## config.mk

```make
export PLATFORM = sky130hd
export DESIGN_NAME = mrrh_div
export DESIGN_NICKNAME = d
export VERILOG_FILES = /design/src/rtl/mrrh_pkg.sv /design/src/rtl/mrrh_div.sv
export SDC_FILE = /design/constraint.sdc
export NUM_CORES = 1
export LEC_CHECK = 0
export ABC_CLOCK_PERIOD_IN_PS = 7000
export BUFFER_PORTS_ARGS = -buffer_cell sky130_fd_sc_hd__buf_2
export CORE_MARGIN = 1.5
export CORE_UTILIZATION = 52
export CTS_BUF_LIST = sky130_fd_sc_hd__clkbuf_8
export DETAILED_ROUTE_END_ITERATION = 12
export PLACE_DENSITY = 0.75
export SETUP_SLACK_MARGIN = 0.4
export SLEW_MARGIN = 20
export SYNTH_ARGS = -nofsm -noshare
export SYNTH_HDL_FRONTEND = slang
export SYNTH_SLANG_ARGS = --single-unit
export TNS_END_PERCENT = 100
```

## constraint.sdc

```tcl
create_clock -name clk_i -period 7 [get_ports clk_i]
set_input_delay 0.7 -clock clk_i [delete_from_list [all_inputs] [get_ports clk_i]]
set_output_delay 0.7 -clock clk_i [all_outputs]
set_load 0.02 [all_outputs]
```

## src/rtl/mrrh_pkg.sv

```systemverilog
`timescale 1ns / 1ps

package mrrh_pkg;

  localparam int unsigned SIZE_W      = 21;
  localparam logic [SIZE_W-1:0] SIZE_RESET = 21'd8192;
  localparam logic [SIZE_W-1:0] STAMP_BYTES = 21'd8;
  localparam int unsigned NS_PER_US   = 1000;
  localparam int unsigned REM_W       = 10;
  localparam int unsigned BUCKET_W    = 10;

  // Result queue depth and the width of counters that must hold the depth itself.
  localparam int unsigned FIFO_DEPTH  = 4;
  localparam int unsigned PTR_W       = $clog2(FIFO_DEPTH);
  localparam int unsigned CNT_W       = $clog2(FIFO_DEPTH + 1);

  // Completed message as it leaves the framer.
  typedef struct packed {
    logic        recorded;
    logic [63:0] rtt;
  } token_t;

  // Completed message with its microsecond value.
  typedef struct packed {
    logic        recorded;
    logic [63:0] rtt;
    logic [31:0] us;
  } div_res_t;

  typedef struct packed {
    logic                rtt_recorded;
    logic [63:0]         rtt_ns;
    logic [31:0]         rtt_us;
    logic [BUCKET_W-1:0] bucket_index;
    logic [31:0]         bucket_count;
    logic [63:0]         rtt_count;
    logic [63:0]         sum_rtt_ns;
    logic [31:0]         peak_rtt_us;
    logic [63:0]         message_count;
  } result_t;

  // One byte of long division by 1000: the remainder stays below 1000, so each
  // bit is one shift, compare and subtract on an 11-bit value.
  function automatic logic [REM_W+7:0] div_byte(logic [REM_W-1:0] rem, logic [7:0] bits);
    logic [REM_W:0] r;
    logic [7:0]     q;
    r = {1'b0, rem};
    q = '0;
    for (int i = 7; i >= 0; i--) begin
      r = {r[REM_W-1:0], bits[i]};
      if (r >= (REM_W+1)'(NS_PER_US)) begin
        q[i] = 1'b1;
        r    = r - (REM_W+1)'(NS_PER_US);
      end
    end
    return {r[REM_W-1:0], q};
  endfunction

endpackage

```

## src/rtl/mrrh_div.sv

```systemverilog
`timescale 1ns / 1ps

// Divides the round trip by 1000, one byte of the dividend per cycle. The first
// byte is done as the token loads, and res_valid_o rises once all eight bytes are done.
module mrrh_div (
  input  logic               clk_i,
  input  logic               rst_ni,
  input  logic               tok_valid_i,
  input  mrrh_pkg::token_t   tok_i,
  output logic               res_valid_o,
  output mrrh_pkg::div_res_t res_o
);

  logic [2:0]                 cnt_q;
  logic                       done_q;
  logic [mrrh_pkg::REM_W-1:0] rem_q, step_rem;
  logic [7:0]                 step_bits, step_quo;
  logic [mrrh_pkg::REM_W+7:0] step_res;
  logic [55:0]                dvd_q;
  logic [31:0]                quo_q;
  logic                       rec_q;
  logic [63:0]                rtt_q;

  assign step_rem  = tok_valid_i ? '0 : rem_q;
  assign step_bits = tok_valid_i ? tok_i.rtt[63:56] : dvd_q[55:48];
  assign step_res  = mrrh_pkg::div_byte(step_rem, step_bits);
  assign step_quo  = step_res[7:0];

  always_ff @(posedge clk_i or negedge rst_ni) begin
    if (!rst_ni) begin
      cnt_q  <= '0;
      done_q <= 1'b0;
    end else begin
      done_q <= (cnt_q == 3'd1);
      if (tok_valid_i) begin
        cnt_q <= 3'd7;
      end else if (cnt_q != '0) begin
        cnt_q <= cnt_q - 3'd1;
      end
    end
  end

  always_ff @(posedge clk_i) begin
    if (tok_valid_i) begin
      rem_q <= step_res[mrrh_pkg::REM_W+7:8];
      quo_q <= {24'd0, step_quo};
      dvd_q <= tok_i.rtt[55:0];
      rec_q <= tok_i.recorded;
      rtt_q <= tok_i.rtt;
    end else if (cnt_q != '0) begin
      rem_q <= step_res[mrrh_pkg::REM_W+7:8];
      quo_q <= {quo_q[23:0], step_quo};
      dvd_q <= {dvd_q[47:0], 8'd0};
    end
  end

  assign res_valid_o    = done_q;
  assign res_o.recorded = rec_q;
  assign res_o.rtt      = rtt_q;
  assign res_o.us       = quo_q;

endmodule

```

==> out/results.txt, run 1 <==
The flow ran to the end, and the final reports show no timing, DRC or antenna violations. Once detail routing completed, the nets flagged for antenna violations numbered 0. The count of flip-flops with a built-in enable after synthesis was 139.

The worst clock skew on the final layout was 0.0140 ns. The first global-routing pass estimated 32.6 mm of wire. The most used flip-flop cell after synthesis is sky130_fd_sc_hd__edfxtp_1.

The clock network latency to the later pin of the worst-skew pair is 0.46 ns. Global routing finished with a remaining overflow of 0. The floorplan has 46 rows. The delay of the slowest cell on the worst path came out at 0.42 ns. The post-placement cell area came out at 0.00990 mm². Entering global routing, the biggest net connects 88 pins. The number of port buffers was 165.

After synthesis the netlist holds a flip-flop and latch count of 167. The worst-path maximum fanout was 8. The tools report the setup TNS as 0 ns. The first TritonRoute pass finished after 5 iterations.

Once the floorplan was initialized, standard cells occupied 53.3% of the core. Counting every sink on the clock net gives 167. The logs give 0.249 mV for the maximum VDD drop and 0.933 for the routability congestion estimate from global placement. Before CTS, the worst setup slack after placement is -0.145 ns. The die covers 0.0170 mm².

For this block, the routed nets add up to 21.5 mm of wire. Synthesis produced a netlist whose cell count is 702. Averaged over all synthesized cells, the footprint is 12.1 µm². For this design the ratio of total power to cell area is 446 mW/mm². For the worst setup path, the data required time is 7.20 ns.

TritonCTS built the clock tree. Data arrives at the worst endpoint at 6.85 ns. Core footprint: 0.0159 mm². The run gives 0 as the final max-slew violation count. The run gives 6695 as the number of vias in the routed layout. The maximum clock insertion buffer count came out at 2.

The slowest cell on the critical path was sky130_fd_sc_hd__edfxtp_1. Across the run, the number of max-cap violations was 0. The wire length per cell is 18.5 µm. In the finished design, the share of the clock period the worst path needs comes to 94.9%. Summing the sequential cell areas from Yosys gives 56.2% of the chip area. CTS placed an instance of sky130_fd_sc_hd__clkbuf_8 at the clock tree root. The violation count after the first detailed-route iteration was 490. The die is 131 µm tall.

The worst pin sits at a relative slew slack of 17.5%. Global routing used 25.1% of the available tracks across all layers. The tools report the number of antenna violations at the first check in global routing as 1. The post-layout utilization of the core was 67.8%. The run gives 17 as the CTS buffer count.

Hold violation count in the final report: 0. Class of the most critical setup path: register to register. For the pin with the worst max-slew slack, the measured transition is 1.20 ns. The run gives 0 as the antenna cell count. For this design the top-level I/O count stands at 166. For this run, the number of Yosys warnings is 0. The via-per-instance ratio is 5.76. The final non-filler cell area was 0.0108 mm².

The cell area that synthesis handed to floorplanning was 0.00846 mm². The worst setup margin was 0.354 ns; the upper clock frequency limit was 150 MHz. The class of the tightest hold or removal check is input pin to register. After clock tree synthesis, the clock-pin slew on the worst setup and hold paths is 0.10 ns. For the number of global-route vias before repair, the log shows 6431.

Synthesis instantiated 92 different standard cells from the library. The worst setup path is captured at a register. The die outline width was 131 µm. The deepest level of the CTS H-tree came out at 4. The proportion of register bits with asynchronous set or reset after synthesis is 2.40%. STA classifies the critical path startpoint as a register.

Setup repair after global routing could not meet its margin everywhere. Setup violations remaining at the end of the flow were counted as 0. The layout-stage area growth over the synthesis result is 27.3%, and the placed instance count is 1101.

For this design the static power due to leakage is 4.30 nW. The cell that appears most often on the critical path is sky130_fd_sc_hd__inv_4. The count of nets after finishing is 1006, and the fraction of final layout cells sized beyond drive strength 1 is 43.5%. The completed layout was analyzed and its total power is 4.80 mW.

Excluding fillers, the count of instances in the completed layout stands at 1163. The remaining routing DRC violations is 0, and the shortest period the worst path allows is 6.65 ns. The run gives 15.5 mm as the detailed placer's ending HPWL. The number of nets handed over by synthesis was 774. Hold is met by 0.422 ns.
-- final timing paths --
path	startpoint	depth (start not counted)	to	slack (ns)
worst max-delay path	rem_q[3]$_DFFE_PP_	28	rem_q[6]$_DFFE_PP_	0.35
worst max register to register	rem_q[3]$_DFFE_PP_	28	rem_q[6]$_DFFE_PP_	0.35
worst min register to register	quo_q[30]$_SDFFE_PP0P_	2	quo_q[30]$_SDFFE_PP0P_	0.45
min in group asynchronous	rst_ni	2	cnt_q[0]$_DFFE_PN0P_	0.56
max in group asynchronous	rst_ni	2	res_valid_o$_DFF_PN0_	6.31
worst min-delay path	tok_i[1]	1	rtt_q[1]$_DFFE_PP_	0.42
-- per-layer routing --
layer  vias to the layer above  track usage [%]  wire, µm
li1                       3140                -         -
met1                      3265             32.0      9290
met2                       253             42.9     10700
met3                        35             4.97      1160
met4                         2             9.11       392
met5                         -                0        10
-- worst max-delay path: cells and delay by family (launching register included) --
kind | cells | cell delay [ns]
compound gates | 13 | 3.03
fa+ha+maj | 1 | 0.20
buf+inv | 5 | 0.51
flops | 1 | 0.42
mux | 4 | 1.24
simple gates | 5 | 1.02
-- final cells by class --
cell class	count	area [µm²]
clock buffer	17	234
sequential	167	4750
tap	216	270
timing repair buffer	241	1420
fill	1222	5110
inverter	17	71.3
multi-input combinational	490	3850
clock inverter	15	163
-- sequential cells by signal, indices dropped and copies added (netlist names) --
register and flops:
cnt_q 3, dvd_q 56, quo_q 32, rec_q 1, rem_q 10, res_valid_o 1
rtt_q 64
-- cell usage after synthesis, types with 5 or more instances --
cell | number | area share, %
sky130_fd_sc_hd__nand2b_1 | 7 | 0.52
sky130_fd_sc_hd__xnor2_1 | 18 | 1.9
sky130_fd_sc_hd__a31oi_1 | 6 | 0.44
sky130_fd_sc_hd__o211ai_1 | 11 | 0.98
sky130_fd_sc_hd__o21ai_0 | 21 | 1.2
sky130_fd_sc_hd__nand3_1 | 12 | 0.71
sky130_fd_sc_hd__a21o_1 | 8 | 0.71
sky130_fd_sc_hd__inv_1 | 14 | 0.62
sky130_fd_sc_hd__o21ai_1 | 7 | 0.41
sky130_fd_sc_hd__buf_1 | 6 | 0.27
sky130_fd_sc_hd__clkbuf_1 | 13 | 0.58
sky130_fd_sc_hd__nor2_1 | 30 | 1.3
sky130_fd_sc_hd__nand2_1 | 89 | 3.9
sky130_fd_sc_hd__nor2b_1 | 8 | 0.59
sky130_fd_sc_hd__mux2_2 | 62 | 8.3
sky130_fd_sc_hd__a21oi_1 | 44 | 2.6
sky130_fd_sc_hd__nor3_1 | 11 | 0.65
sky130_fd_sc_hd__a211oi_1 | 9 | 0.80
sky130_fd_sc_hd__or3_1 | 5 | 0.37
sky130_fd_sc_hd__a211o_1 | 6 | 0.62
sky130_fd_sc_hd__edfxtp_1 | 139 | 49
sky130_fd_sc_hd__and2_1 | 15 | 1.1
sky130_fd_sc_hd__mux2i_1 | 14 | 1.7
sky130_fd_sc_hd__dfxtp_1 | 24 | 5.7
-- kinds of logic (layout without fill, tap and decap cells) --
| family | after synthesis | count (layout) | share of synthesized area, % |
|---|---|---|---|
| muxes | 79 | 79 | 10.5 |
| adders and majority gates | 5 | 5 | 0.710 |
| AOI/OAI and AO/OA | 172 | 172 | 14.9 |
| and+or+nand+nor | 212 | 212 | 12.8 |
| buffers and inverters | 45 | 290 | 2.48 |
| xor gates and xnor gates | 22 | 22 | 2.37 |
| DFF | 167 | 167 | 56.2 |
-- placed cells by master, fill, tap and decap left out, drive strengths merged, types with 4 or more instances in the layout --
| master | instances |
|---|---|
| mux2i | 16 |
| ha | 4 |
| dfxtp | 24 |
| a211oi | 9 |
| nor3 | 12 |
| clkbuf | 17 |
| edfxtp | 139 |
| nand2b | 7 |
| a21oi | 45 |
| a31oi | 9 |
| nand2 | 89 |
| a211o | 6 |
| o31ai | 6 |
| dfrtp | 4 |
| and3 | 4 |
| mux2 | 63 |
| or2 | 4 |
| o311ai | 5 |
| o21ai | 30 |
| nor2b | 8 |
| or3 | 5 |
| nor4 | 7 |
| xnor2 | 19 |
| nand3 | 12 |
| o22ai | 5 |
| o211ai | 11 |
| inv | 24 |
| buf | 240 |
| nor2 | 30 |
| and2 | 15 |
| a21o | 8 |
| clkinv | 6 |
-- report_power, final --
part / internal, mW / switching (mW)
logic: 1.22 / 1.54
clock network: 0.296 / 0.390
registers: 1.26 / 0.0966
total: 2.78 / 2.02
-- repair_timing --
action / CTS / global route
hold buffers: 1 / 0
gates resized for setup: 11 / 36
endpoints found under the hold margin: 3 / 0
buffers inserted: 8 / 21
pin swaps: 4 / 31
setup endpoints to repair: 7 / 8
gates cloned: 0 / 0
Power figures use the tool's default switching activity.
==> run 2, diff against run 1 <==
Settings changed: CELL_PAD_IN_SITES_DETAIL_PLACEMENT set to 0, CELL_PAD_IN_SITES_GLOBAL_PLACEMENT set to 1, CORE_UTILIZATION 52 to 41, PLACE_DENSITY 0.75 to 0.74.
==> run 2 against run 1 <==
  * Largest cell class unchanged
  * Setup slack improved by 0.063 ns
  * Cell count increased by 5.6%
  * First-iteration DRC count decreased by 12%
  * Global-route usage decreased by 5.9 points
  * Clock skew increased by 0.0037 ns
  * Combinational power increased by 4%
  * Worst hold slack got worse by 0.39 ns
  * Sequential share of layout area decreased by 1.2 points
  * Clock power decreased by 1%
  * Sequential cell count unchanged
  * Sequential power about the same
  * Routed wire length increased by 0.19%
==> out/results.txt, run 2 (synthesis results as in run 1) <==
The number of clock sinks seen by CTS is 167 (unchanged), and the share of the cycle needed by the critical path after routing is 94.0% (-0.90 points). The worst-case reg-to-reg path depth is 27 (-3.6%). The data arrival time of the worst path is 6.87 ns (+0.02 ns).

The run gives 21.6 mm (+0.19%) as the total routed wirelength. The setup slack of the worst register-to-register path is 0.44 ns (+0.09 ns), and the final max-slew violation count is 0 (unchanged). The clock network latency to the later pin of the worst-skew pair was 0.45 ns (about the same). The clock-pin slew reported for the worst setup and hold paths after clock tree synthesis came out at 0.10 ns (about the same). The count of nets after finishing was 1017 (+1.1%). The die outline width was 147 µm (+12%); the shortest period the worst path allows was 6.58 ns (-0.0629 ns). The run gives 2 (+1) as the number of antenna violations at the first check in global routing. For the setup TNS, the log shows 0 ns (unchanged). The violation count after the first detailed-route iteration was 432 (-12%); the worst-path maximum fanout was 14 (+6). The cell sitting at the root of the clock tree is a sky130_fd_sc_hd__clkbuf_8.

The deepest level of the CTS H-tree was 4 (unchanged). The tools report the wire length of the first global-routing pass as 32.7 mm (+0.21%). The full die area is 0.0215 mm² (+26%).

The class of the most critical setup path was input pin to register. The final setup violation count was 0 (unchanged). The relative slew slack came out at 34.0% (+16 points). The run gives 0.881 (-5.6%) as the routability congestion estimate from global placement.

Maximum number of pins on one net before global-route repair: 153 (+74%). The tightest min-delay check is of the input pin to async pin type. The upper clock frequency limit was 152 MHz (+0.96%); the number of nets with antenna violations after routing was 0 (unchanged). The non-filler instance count after layout was 1228 (+5.6%); the maximum clock insertion buffer count was 2 (unchanged). The tools report the endpoint of the lowest-slack register-to-register path as rem_q[9]$_DFFE_PP_. Worst path required time: 7.29 ns (+0.09 ns). The run finished with clean final reports. The wire length per cell came out at 17.6 µm (-5.1%).

The number of flip-flops in the largest register works out to 64 (unchanged). The total routing usage reported by global routing was 19.3% (-5.9 points). Most common library cell in the layout ignoring fill and taps: sky130_fd_sc_hd__buf_2. The number of global-route vias before repair is 6319 (-1.7%), and the via-per-instance ratio is 5.33 (-7.5%). The antenna cell count is 0 (unchanged), and the leakage power summed over all cells is 4.40 nW (+2.2%).

The run gives 41.8% (-11 points) as the starting density of the core. The layout-stage area growth over the synthesis result was 30.7%. Fraction of final layout cells sized beyond drive strength 1: 45.3% (+1.8 points). The worst setup path is captured at a register. TritonCTS built the clock tree. In the layout the commonest cells are sky130_fd_sc_hd__buf_2, sky130_fd_sc_hd__edfxtp_1, sky130_fd_sc_hd__nand2_1, sky130_fd_sc_hd__buf_4, sky130_fd_sc_hd__mux2_2. The number of buffers added to fix hold violations after cts was 0 (-1); the number of port buffers was 165 (unchanged). The worst register-to-register path begins at rem_q[3]$_DFFE_PP_. The detailed placer's ending HPWL is 15.4 mm (-0.69%), and the CTS buffer count is 17 (unchanged).

The y dimension of the die works out to 147 µm (+12%). The maximum VDD drop was 0.225 mV (-9.8%). Setup repair after global routing could not meet its margin everywhere.

The power density over cell area works out to 445 mW/mm² (-0.25%). Core footprint: 0.0202 mm² (+27%). The hold violation count in the final report was 0 (unchanged); the number of top-level pins was 166 (unchanged). In the final layout, the registers with the most flip-flops are rtt_q: 64 flops, dvd_q: 56 flops, quo_q: 32 flops.

The remaining routing DRC violations was 0 (unchanged); the power after layout was 4.92 mW (+2.4%). Measured slew at the worst slew-check pin: 0.990 ns (-0.213 ns). The logs give 0 (unchanged) for the total congestion overflow and 6541 (-2.3%) for the number of vias in the routed layout.

Critical path launch point type: an input pin. Detailed-router iteration count before antenna repair: 5 (unchanged). The worst clock skew on the final layout is 0.0177 ns (+0.00366 ns). The top register by number of flip-flops was rtt_q. The placed instance count is 1160 (+5.4%), and the number of max-capacitance violations reported is 0 (unchanged). The number of rows in the core area is 52 (+13%).
-- run 2: through the flow --
stage	instance area (µm²)	util (%)	hold slack (ns)	worst slack [ns]
6_report	11100	54.7	0.0350	0.417
5_1_grt	11100	54.7	0.0102	0.170
4_1_cts	10500	52.0	0.00438	0.404
3_5_place_dp	10000	49.5	0.441	-0.120
3_3_place_gp	10000	49.5	0.436	-0.0612
2_1_floorplan	8600	-	0.404	0.346
-- run 2: final cells by class --
class / count / area [µm²]
fillers: 1743 / 9170
flip-flops and latches: 167 / 4750
multi-input cells: 490 / 3980
repair buffers: 252 / 1510
well taps: 270 / 338
clock buffers: 17 / 234
clock inverters: 15 / 169
inverters: 17 / 68.8
-- run 2: report_power, final --
part	switching (mW)	internal [mW]	total, mW
clock network	0.380	0.297	0.677
logic	1.56	1.33	2.88
registers	0.0969	1.26	1.36
total	2.03	2.89	4.92
-- run 2: worst max path at each step --
stage | from | cells after the start | end
2_1_floorplan | tok_valid_i | 30 | rem_q[7]$_DFFE_PP_
4_1_cts | rem_q[3]$_DFFE_PP_ | 27 | rem_q[6]$_DFFE_PP_
3_5_place_dp | tok_valid_i | 29 | rem_q[6]$_DFFE_PP_
6_report | tok_valid_i | 28 | rem_q[9]$_DFFE_PP_
5_1_grt | rem_q[3]$_DFFE_PP_ | 26 | rem_q[9]$_DFFE_PP_
3_3_place_gp | tok_valid_i | 29 | rem_q[7]$_DFFE_PP_
-- run 2: worst max-delay path: stages --
cell	delay [ns]
sky130_fd_sc_hd__buf_6	0.14
sky130_fd_sc_hd__buf_4	0.19
sky130_fd_sc_hd__nand3b_1	0.19
sky130_fd_sc_hd__or4_4	0.56
sky130_fd_sc_hd__a31oi_4	0.23
sky130_fd_sc_hd__o21a_4	0.21
sky130_fd_sc_hd__nand4_1	0.13
sky130_fd_sc_hd__nor3b_2	0.18
sky130_fd_sc_hd__buf_4	0.17
sky130_fd_sc_hd__buf_4	0.14
sky130_fd_sc_hd__o31ai_1	0.27
sky130_fd_sc_hd__o31ai_2	0.17
sky130_fd_sc_hd__o41a_4	0.54
sky130_fd_sc_hd__inv_2	0.09
sky130_fd_sc_hd__o211a_4	0.18
sky130_fd_sc_hd__a211o_1	0.15
sky130_fd_sc_hd__or3b_4	0.42
sky130_fd_sc_hd__o311ai_4	0.12
sky130_fd_sc_hd__nand3_2	0.15
sky130_fd_sc_hd__a21boi_0	0.37
sky130_fd_sc_hd__o32ai_1	0.15
sky130_fd_sc_hd__a211oi_2	0.31
sky130_fd_sc_hd__o31ai_4	0.15
sky130_fd_sc_hd__or3_4	0.38
sky130_fd_sc_hd__o21ai_1	0.15
sky130_fd_sc_hd__buf_4	0.15
sky130_fd_sc_hd__o22ai_1	0.07
sky130_fd_sc_hd__a32oi_1	0.21
-- run 2: metal layers --
layer	share of wire [%]	wire [µm]	vias up	global-route usage [%]
met3	5.5	1180	24	4.44
met5	0	0	-	0
met4	1.3	288	0	4.85
met2	50	10800	210	32.7
li1	-	-	3175	-
met1	43	9330	3132	24.9
-- run 2: timing repair --
action,CTS,global route
endpoints found under the hold margin,0,0
setup buffers,6,30
pin swaps,6,25
setup endpoints to repair,7,8
resized for setup,10,56
==> run 3, diff against run 2 <==
Settings changed: CORE_ASPECT_RATIO set to 1.5.
==> run 3 against run 2 <==
  * Die area is essentially flat
  * Clock skew decreased by 0.0041 ns
  * Global-route usage grew 0.96 points
  * Sequential cell count unchanged
  * Maximum frequency grew 1.7%
  * Utilization down 0.83 points
  * Worst hold slack improved by 0.39 ns
  * Combinational power fell by 5%
  * Cell count shrank 0.57%
  * Cell area shrank 1.0%
  * Total power down 3.5%
  * Non-clock buffer count is 3 lower
  * Critical path type is now register to register
  * Largest power group unchanged
==> out/results.txt, run 3 (synthesis results as in run 1) <==
The delay of the slowest cell on the worst path was 0.56 ns (about the same). The most common library cell in the layout ignoring fill and taps is sky130_fd_sc_hd__buf_2. For the final max-slew violation count, the log shows 0 (unchanged).

The clock network latency to the later pin of the worst-skew pair was 0.46 ns (about the same). The number of port buffers is 165 (unchanged). The tools report the setup TNS as 0 ns (unchanged). The total congestion overflow was 0 (unchanged). The slowest stage of the critical path belongs to the cell sky130_fd_sc_hd__o41a_4. The total routed wirelength is 21.8 mm (+0.95%).

The detailed-router iteration count before antenna repair was 5 (unchanged). The cell repeated most along the worst path is sky130_fd_sc_hd__buf_4. Data arrival time of the worst path: 6.68 ns (-0.19 ns). The flow ran to the end, and the final reports show no timing, DRC or antenna violations. The total routing usage reported by global routing is 20.2% (+0.96 points).

The via-per-instance ratio came out at 5.32 (about the same). Setup repair after global routing could not meet its margin everywhere. The deepest level of the CTS H-tree was 4 (unchanged); the maximum clock insertion buffer count was 2 (unchanged). The number of rows in the core area was 64 (+23%). The remaining routing DRC violations is 0 (unchanged). The total of fill cells in the finished design was 1865 (+7.0%). The relative slew slack is 34.1% (+0.072 points), and the CTS buffer count is 17 (unchanged). The worst hold slack is 0.421 ns (+0.386 ns), and the core footprint is 0.0203 mm² (+0.52%).

The number of flip-flops in the largest register came out at 64 (unchanged). The number of clock sinks seen by CTS is 167 (unchanged). The setup path with the least slack is of type register to register. Wire length of the first global-routing pass: 33.5 mm (+2.5%).

The die outline width came out at 120 µm (-18%). The number of top-level pins is 166 (unchanged), and the full die area is 0.0215 mm² (about the same). The run gives 0.0136 ns (-0.00408 ns) as the worst clock skew on the final layout. The run gives 0 (unchanged) as the number of nets with antenna violations after routing.

Worst path required time: 7.20 ns (-0.09 ns). The share of the cycle needed by the critical path after routing was 92.5% (-1.6 points). Layout-stage area growth over the synthesis result: 29.4%.

The count of buffer and inverter cells on the critical path is 5 (-1), and the final setup violation count is 0 (unchanged). The category of cells accounting for the largest share of critical-path delay is compound AO/OA/AOI/OAI gates. Starting density of the core: 41.6% (-0.22 points). The number of antenna violations at the first check in global routing was 3 (+1). The power density over cell area was 433 mW/mm² (-2.6%). In the layout the commonest cells are sky130_fd_sc_hd__buf_2, sky130_fd_sc_hd__edfxtp_1, sky130_fd_sc_hd__nand2_1, sky130_fd_sc_hd__buf_4, sky130_fd_sc_hd__mux2_2.

The violation count after the first detailed-route iteration is 369 (-15%), and the number of max-capacitance violations reported is 0 (unchanged). The largest registers in the layout are rtt_q: 64 flops, dvd_q: 56 flops, quo_q: 32 flops. The maximum number of pins on one net before global-route repair is 75 (-51%).

The tightest min-delay check is of the input pin to register type. Wire length per cell: 17.8 µm (+1.5%). For the number of global-route vias before repair, the log shows 6422 (+1.6%). The leakage power summed over all cells is 4.33 nW (-1.4%), and the shortest period the worst path allows is 6.47 ns (-0.111 ns).

The worst setup path is captured at a register. TritonCTS built the clock tree. The number of vias in the routed layout is 6500 (-0.63%), and the worst-path maximum fanout is 7 (-7).

The upper clock frequency limit came out at 155 MHz (+1.7%). For the routability congestion estimate from global placement, the log shows 0.879 (-0.22%). Fraction of final layout cells sized beyond drive strength 1: 45.0% (-0.28 points). The measured slew at the worst slew-check pin was 0.989 ns (-0.00108 ns); the detailed placer's ending HPWL was 15.8 mm (+2.8%). The maximum VDD drop came out at 0.229 mV (+1.8%).

The count of nets after finishing came out at 1014 (-0.29%). The clock tree root buffer cell is sky130_fd_sc_hd__clkbuf_8. The run gives 0 (unchanged) as the hold violation count in the final report. The y dimension of the die is 179 µm (+22%). Counting flops per register, the top entry is rtt_q. The worst setup path is launched from a register. The clock-pin slew reported for the worst setup and hold paths after clock tree synthesis is 0.10 ns (about the same).
-- run 3: changes by cell type in the layout (fill, tap and decap cells not counted), moves of 2 or more --
cell | before | now
sky130_fd_sc_hd__buf_6 | 5 | 3
sky130_fd_sc_hd__clkinv_4 | 5 | 0
sky130_fd_sc_hd__xnor2_2 | 4 | 1
sky130_fd_sc_hd__xnor2_1 | 14 | 17
sky130_fd_sc_hd__nand2_2 | 1 | 3
sky130_fd_sc_hd__diode_2 | 0 | 2
sky130_fd_sc_hd__clkinv_8 | 2 | 0
sky130_fd_sc_hd__inv_4 | 2 | 4
sky130_fd_sc_hd__inv_2 | 3 | 1
sky130_fd_sc_hd__inv_6 | 2 | 5
sky130_fd_sc_hd__clkinv_2 | 0 | 3
sky130_fd_sc_hd__clkinvlp_4 | 1 | 3
-- run 3: what timing repair did --
item | CTS | global route
resized for setup | 2 | 56
endpoints found under the hold margin | 4 | 0
setup buffers | 3 | 26
pin swaps | 1 | 37
hold buffers | 1 | 0
setup endpoints to repair | 7 | 8
-- run 3: where the power goes --
group / switching (mW) / internal, mW
Sequential: 0.0800 / 1.26
Clock: 0.382 / 0.288
Combinational: 1.48 / 1.25
-- run 3: cell type report --
cell class	instances	area, µm²	share of cell area, %
antenna	2	5.00	0.0457
clock buffer	17	234	2.14
clock inverter	15	138	1.26
inverter	17	73.8	0.674
multi-input combinational	490	3940	36.0
sequential	167	4750	43.4
tap	264	330	3.02
timing repair buffer	249	1470	13.4
-- run 3: final timing paths --
path / startpoint / to / slack, ns / cells after the start
min in group asynchronous: rst_ni / res_valid_o$_DFF_PN0_ / 0.56 / 2
setup / recovery: rem_q[2]$_DFFE_PP_ / rem_q[6]$_DFFE_PP_ / 0.53 / 29
setup reg to reg: rem_q[2]$_DFFE_PP_ / rem_q[6]$_DFFE_PP_ / 0.53 / 29
hold reg to reg: quo_q[25]$_SDFFE_PP0P_ / quo_q[25]$_SDFFE_PP0P_ / 0.45 / 2
max in group asynchronous: rst_ni / cnt_q[0]$_DFFE_PN0P_ / 6.32 / 2
hold / removal: tok_i[64] / rec_q$_DFFE_PP_ / 0.42 / 1
-- run 3: stage by stage --
step	setup WS (ns)	cells	instance area [µm²]	power, mW	util [%]
after floorplan	0.346	702	8600	2.97	-
after global placement	-0.0432	1157	10000	3.70	49.3
final	0.528	1221	10900	4.75	53.8
after detailed placement	-0.0928	1157	10000	3.69	49.3
after CTS	0.424	1193	10400	4.39	51.3
after global routing	0.272	1220	10900	5.04	53.8
-- run 3: metal layers --
layer,vias up,track usage (%),wire [µm]
met1,3115,21.9,8320
met2,191,36.2,11400
met4,0,8.77,658
met5,-,0,0
li1,3160,-,-
met3,34,6.42,1380
